## config.mk

```make
export PLATFORM = sky130hd
export DESIGN_NAME = ppucrp_ctrl
export DESIGN_NICKNAME = d
export VERILOG_FILES = /design/src/sv/ppucrp_pkg.sv /design/src/sv/ppucrp_ctrl.sv
export SDC_FILE = /design/constraint.sdc
export NUM_CORES = 1
export LEC_CHECK = 0
export BUFFER_PORTS_ARGS = -buffer_cell sky130_fd_sc_hd__buf_2
export CORE_AREA = 8 8 45 47
export CTS_BUF_LIST = sky130_fd_sc_hd__clkbuf_16
export CTS_CLUSTER_SIZE = 30
export DETAILED_ROUTE_END_ITERATION = 6
export DIE_AREA = 0 0 53 55
export GPL_TIMING_DRIVEN = 0
export SYNTH_ARGS = -nofsm -noshare
export SYNTH_HDL_FRONTEND = slang
export SYNTH_SLANG_ARGS = --single-unit
```

## constraint.sdc

```tcl
create_clock -name clk_i -period 1 [get_ports clk_i]
set_input_delay 0.2 -clock clk_i [delete_from_list [all_inputs] [get_ports clk_i]]
set_output_delay 0.2 -clock clk_i [all_outputs]
set_load 0.02 [all_outputs]
```

## src/sv/ppucrp_pkg.sv

```systemverilog
// Shared types and codes for the video chip CPU register port.
`default_nettype none

package ppucrp_pkg;

  typedef enum logic [1:0] {
    OP_REG_READ    = 2'd0,
    OP_REG_WRITE   = 2'd1,
    OP_OAM_DMA     = 2'd2,
    OP_STATUS_LOAD = 2'd3
  } op_e;

  localparam logic [2:0] REG_CTRL     = 3'd0;
  localparam logic [2:0] REG_MASK     = 3'd1;
  localparam logic [2:0] REG_STATUS   = 3'd2;
  localparam logic [2:0] REG_OAM_ADDR = 3'd3;
  localparam logic [2:0] REG_OAM_DATA = 3'd4;
  localparam logic [2:0] REG_SCROLL   = 3'd5;
  localparam logic [2:0] REG_ADDR     = 3'd6;
  localparam logic [2:0] REG_DATA     = 3'd7;

  localparam logic [2:0] MIR_HORZ  = 3'd0;
  localparam logic [2:0] MIR_VERT  = 3'd1;
  localparam logic [2:0] MIR_FOUR  = 3'd2;
  localparam logic [2:0] MIR_LOWER = 3'd3;
  localparam logic [2:0] MIR_UPPER = 3'd4;

  localparam logic [13:0] NT_BASE  = 14'h2000;
  localparam logic [13:0] PAL_BASE = 14'h3F00;

  localparam int unsigned PAL_ENTRIES = 32;
  localparam int unsigned OAM_BYTES   = 256;

  typedef struct packed {
    logic capture;
    logic execute;
    logic clear;
  } dp_cmd_t;

  typedef struct packed {
    logic clear_last;
  } dp_stat_t;

endpackage

`default_nettype wire

```

## src/sv/ppucrp_ctrl.sv

```systemverilog
// Sequencer: nametable clear after reset, then accept / execute per item.
`default_nettype none

module ppucrp_ctrl (
  input  wire logic                clk_i,
  input  wire logic                rst_ni,
  input  wire logic                start_i,
  input  wire ppucrp_pkg::dp_stat_t stat_i,
  output ppucrp_pkg::dp_cmd_t      cmd_o,
  output logic                     busy_o,
  output logic                     done_o
);
  import ppucrp_pkg::*;

  typedef enum logic [1:0] {
    ST_CLEAR,
    ST_IDLE,
    ST_EXEC
  } state_e;

  state_e state_q;
  logic   done_q;

  always_ff @(posedge clk_i or negedge rst_ni) begin
    if (!rst_ni) begin
      state_q <= ST_CLEAR;
      done_q  <= 1'b0;
    end else begin
      done_q <= (state_q == ST_EXEC);
      unique case (state_q)
        ST_CLEAR: begin
          if (stat_i.clear_last) begin
            state_q <= ST_IDLE;
          end
        end
        ST_IDLE: begin
          if (start_i) begin
            state_q <= ST_EXEC;
          end
        end
        ST_EXEC: begin
          state_q <= ST_IDLE;
        end
        default: begin
          state_q <= ST_CLEAR;
        end
      endcase
    end
  end

  always_comb begin
    cmd_o.capture = (state_q == ST_IDLE) && start_i;
    cmd_o.execute = (state_q == ST_EXEC);
    cmd_o.clear   = (state_q == ST_CLEAR);
  end

  assign busy_o = (state_q != ST_IDLE);
  assign done_o = done_q;

endmodule

`default_nettype wire

```

* After elaboration in Yosys (flattened, before gate mapping)
Index checks and enable logic that the tools add are counted.
** Cells by class
- Muxes and demuxes :: 3
- Eq/ne operators :: 5
- Reduce and logical (&&, ||, !) cells :: 3
** Operator list (number)
- one-hot mux 2 bit (3 select lines) :: 1
- two-way mux 2 bit :: 2
- inequality test 2 bit, second input constant :: 2
- equality test 2 x 1 -> 1 bit, second input constant :: 1
- equality test 2 bit, second input constant :: 1
- logical NOT 2 bit :: 1
- inequality test 2 x 1 -> 1 bit, second input constant :: 1
- AND reduction 2 bit :: 1
- logical AND 1 bit :: 1
** Word-level totals
- Bits of input ports :: 4
- Output and inout bits :: 5
- Bits in registers :: 3
- Logic and storage cells :: 13

* Longest topological paths before layout
- Depth after elaboration :: 3
- Depth in mapped cells :: 2

* Worst setup path before layout
Ideal clock, no wire load.
- Path kind :: reg2out
- From :: register state_q[1]
- To :: output cmd_o[2] (netlist bit)
- Data required time :: 0.800 ns
- Path slack :: -0.056 ns
- Stages on the path, launching flop included :: 3
- Data arrival time :: 0.856 ns
- Buffers on the path :: 0
- Cells stage by stage :: dfrtp_1 > nand2b_4 > nor2_1
** RTL lines
- start: declaration :: RTL line ppucrp_ctrl.sv:21 : state_e state_q;
- start signal: assignment :: RTL line ppucrp_ctrl.sv:26 : state_q <= ST_CLEAR;
- start signal: assignment :: RTL line ppucrp_ctrl.sv:33 : state_q <= ST_IDLE;
- start signal: assignment :: RTL line ppucrp_ctrl.sv:38 : state_q <= ST_EXEC;
- end: declaration :: RTL line ppucrp_ctrl.sv:9 : output ppucrp_pkg::dp_cmd_t cmd_o,

==> impl_metrics.prom <==
# TYPE chip_impl_metric gauge
chip_impl_metric{name="clkSinkCount",unit=""} 3
chip_impl_metric{name="num_ports",unit=""} 9
chip_impl_metric{name="setup_violations",unit=""} 4
chip_impl_metric{name="routed_wirelength",unit="um"} 412
chip_impl_metric{name="drive_gt1_share",unit="%"} 61.54
chip_impl_metric{name="place_area",unit="sq um"} 185.2
chip_impl_metric{name="first_iter_violations",unit=""} 0
chip_impl_metric{name="max-vdd-ir-drop",unit="uV"} 693.1
chip_impl_metric{name="areaGrowthSynthToFinish",unit="%"} 157.1
chip_impl_info{name="clockRootBuffer",value="clkbuf_16"} 1
chip_impl_metric{name="combined_global_route_utilization_of_all_metal_layers",unit="%"} 3.175
chip_impl_metric{name="coreArea",unit="sq um"} 1384
chip_impl_metric{name="fmax",unit="GHz"} 0.8141
chip_impl_metric{name="worst_setup_slack_before_clock_tree_synthesis",unit="ns"} -0.01065
chip_impl_metric{name="crit_path_max_incr_delay",unit="ns"} 0.42
chip_impl_metric{name="first_global_vias",unit=""} 156
chip_impl_metric{name="power.density",unit="nW/um^2"} 4051
chip_impl_metric{name="numCtsBuffers",unit=""} 3
chip_impl_info{name="r2r_end",value="state_q[0]"} 1
chip_impl_metric{name="die_w",unit="um"} 53
chip_impl_metric{name="stdcell_count",unit=""} 42
chip_impl_metric{name="r2r_cells",unit=""} 3
chip_impl_metric{name="final_cell_area",unit="sq um"} 315.3
chip_impl_metric{name="worst-slew-pin-transition",unit="ns"} 0.1814
chip_impl_info{name="crit_path_top_delay_cell",value="dfrtp_1"} 1
chip_impl_metric{name="total_vias_in_the_final_route",unit=""} 132
chip_impl_metric{name="cp.arrival",unit="ns"} 1.03
chip_impl_metric{name="finalWorstPathRequiredPeriod",unit="ns"} 1.228
chip_impl_metric{name="setup-tns-final",unit="ns"} -0.6586
chip_impl_metric{name="post_drt_wl_per_cell",unit="um"} 9.810
chip_impl_metric{name="insertion_delay",unit="ns"} 0.23
chip_impl_metric{name="clk_transition_reported_paths",unit="ns"} 0.03
chip_impl_metric{name="die_area",unit="sq um"} 2915
chip_impl_metric{name="grt_start_max_net_pins",unit=""} 5
chip_impl_metric{name="worst_slew_margin_rel",unit="%"} 87.91
chip_impl_metric{name="skew",unit="ns"} 0.003974
chip_impl_metric{name="synth-seq-area-share",unit="%"} 61.22
chip_impl_info{name="rsz_0062_raised_after_global_routing",value="yes"} 1
chip_impl_info{name="startpoint",value="state_q[0]"} 1
chip_impl_metric{name="synth_nets",unit=""} 15
chip_impl_metric{name="final_nets",unit=""} 31
chip_impl_metric{name="detail_route.drc_violations",unit=""} 0
chip_impl_metric{name="cts-root-to-sink-buffers",unit=""} 2
chip_impl_metric{name="synth.cell_area",unit="sq um"} 122.6
chip_impl_info{name="tritoncts_clock_tree",value="built"} 1
chip_impl_metric{name="drt_first_pass_iters",unit=""} 1
chip_impl_metric{name="clock_tree.htree_level_count",unit=""} 1
chip_impl_metric{name="max-cap-violations",unit=""} 0
chip_impl_metric{name="cp_max_fo",unit=""} 4
chip_impl_metric{name="cp_data_required_time",unit="ns"} 0.80
chip_impl_info{name="worst_hold_path_type",value="in2reg"} 1
chip_impl_metric{name="ant_nets",unit=""} 0
chip_impl_info{name="violations",value="negative setup slack"} 1
chip_impl_metric{name="rows",unit=""} 14
chip_impl_metric{name="setup_ws",unit="ns"} -0.2284
chip_impl_metric{name="postLayoutCoreUtil",unit="%"} 22.78
chip_impl_metric{name="number_of_slew_limit_violations_in_the_final_report",unit=""} 0
chip_impl_metric{name="ys_warnings",unit=""} 0
chip_impl_metric{name="finalCritPeriodShare",unit="%"} 122.8
chip_impl_metric{name="number_of_register_bits_inferred_by_synthesis",unit=""} 3
chip_impl_metric{name="floorplan.initialDensity",unit="%"} 8.861
chip_impl_metric{name="insertedDiodeCount",unit=""} 0
chip_impl_info{name="worstSetupPathType",value="reg2out"} 1
chip_impl_info{name="worstPathCellList",value="and2b_2, buf_6"} 1
chip_impl_metric{name="place_congestion",unit=""} 0.5932
chip_impl_metric{name="dp_cells",unit=""} 35
chip_impl_metric{name="antenna_found_initial",unit=""} 0
chip_impl_metric{name="synthCells",unit=""} 11
chip_impl_metric{name="io_buffer_count",unit=""} 8
chip_impl_info{name="reg2reg_from",value="state_q[1]"} 1
chip_impl_info{name="crit_path_end",value="cmd_o[1]"} 1
chip_impl_metric{name="route.detailed.vias_per_inst",unit=""} 3.143
chip_impl_metric{name="die_y",unit="um"} 55
chip_impl_metric{name="finalHoldViolCount",unit=""} 0
chip_impl_metric{name="global_route_wire_length_before_repair",unit="um"} 545
chip_impl_metric{name="syn_area_per_cell",unit="sq um"} 11.15
chip_impl_metric{name="grt_overflow",unit=""} 0
chip_impl_info{name="status",value="finished with violations"} 1
chip_impl_metric{name="leakagePower",unit="nW"} 0.1617
chip_impl_metric{name="ff2ff_setup_slack",unit="ns"} 0.08
chip_impl_metric{name="synth.distinct_cells",unit=""} 6
chip_impl_metric{name="final_hpwl_from_detailed_placement",unit="um"} 284.2
chip_impl_info{name="cp-end-kind",value="output port"} 1
chip_impl_info{name="crit_path_start_kind",value="flip-flop"} 1
-- registers in the layout, indices dropped and copies added (netlist names) --
register / flops
done_o: 1
state_q: 2
-- metal layers --
layer	GRT usage, %	vias up	wire [um]
met5	0	-	0
met4	7.759	0	21
met3	1.872	2	41
met2	4.492	6	220
met1	1.527	61	128
li1	-	63	-
-- worst min path at each step --
stage | startpoint | endpoint | cells past startpoint
floorplan | rst_ni | done_o | 0
global placement | rst_ni | done_o | 1
detailed placement | rst_ni | state_q[0] | 1
CTS | start_i | state_q[0] | 2
global route | start_i | state_q[0] | 2
finish | start_i | state_q[0] | 2
-- Yosys cell counts --
library cell	number	share of area [%]
inv_1	1	3.1
dfrtp_1	3	61
o22ai_1	1	5.1
nor2_1	4	12
and2b_2	1	7.1
nand2b_4	1	11
-- worst max-delay path, delay by kind of cell (launching register included) --
kind | cells | cell delay [ns]
buffers and inverters | 1 | 0.13
and+or+nand+nor | 1 | 0.26
DFF | 1 | 0.42
-- per-stage QoR --
| stage | power [mW] | hold slack (ns) |
|---|---|---|
| after CTS | 1.292 | 0.1843 |
| after global placement | 0.5073 | -0.003659 |
| after global routing | 1.340 | 0.1883 |
| after detailed placement | 0.5146 | -0.004020 |
| final | 1.277 | 0.1846 |
| after floorplan | 0.4097 | -0.09559 |
-- report_power, final --
group          internal [mW]  total (mW)  leakage (nW)  switching [mW]
Combinational          0.225       0.438        0.0808           0.213
Clock                  0.516       0.628        0.0423           0.113
Sequential             0.165       0.211        0.0387          0.0458
-- logic make-up after synthesis --
group,Yosys count,share of synthesized area (%)
AOI/OAI and AO/OA,1,5.105
DFF,3,61.22
buffers and inverters,1,3.058
and+or+nand+nor,6,30.61
-- what timing repair did --
item                                    CTS  global route
resized for setup                         8             0
pin swaps                                 1             0
hold buffers                              1             0
endpoints found under the setup margin    4             4
buffers inserted                          2             0
endpoints found under the hold margin     3             0
-- area by class of cell --
class | instances | area, sq um
Timing Repair Buffer | 11 | 86.33
Multi-Input combinational cell | 7 | 51.30
Fill cell | 149 | 1069
Tap cell | 16 | 20.02
Sequential cell | 3 | 75.07
Clock buffer | 3 | 75.07
Clock inverter | 1 | 3.754
Inverter | 1 | 3.754
-- cells in the final DEF, fill, tap and decap left out --
master	instances
nand2b_4	1
nor2_1	3
clkbuf_16	3
and2b_2	1
dfrtp_1	3
buf_4	3
dlygate4sd3_1	1
inv_1	2
buf_6	3
nor2_4	1
buf_2	4
o22ai_1	1
(Power assumes the default switching activity.)
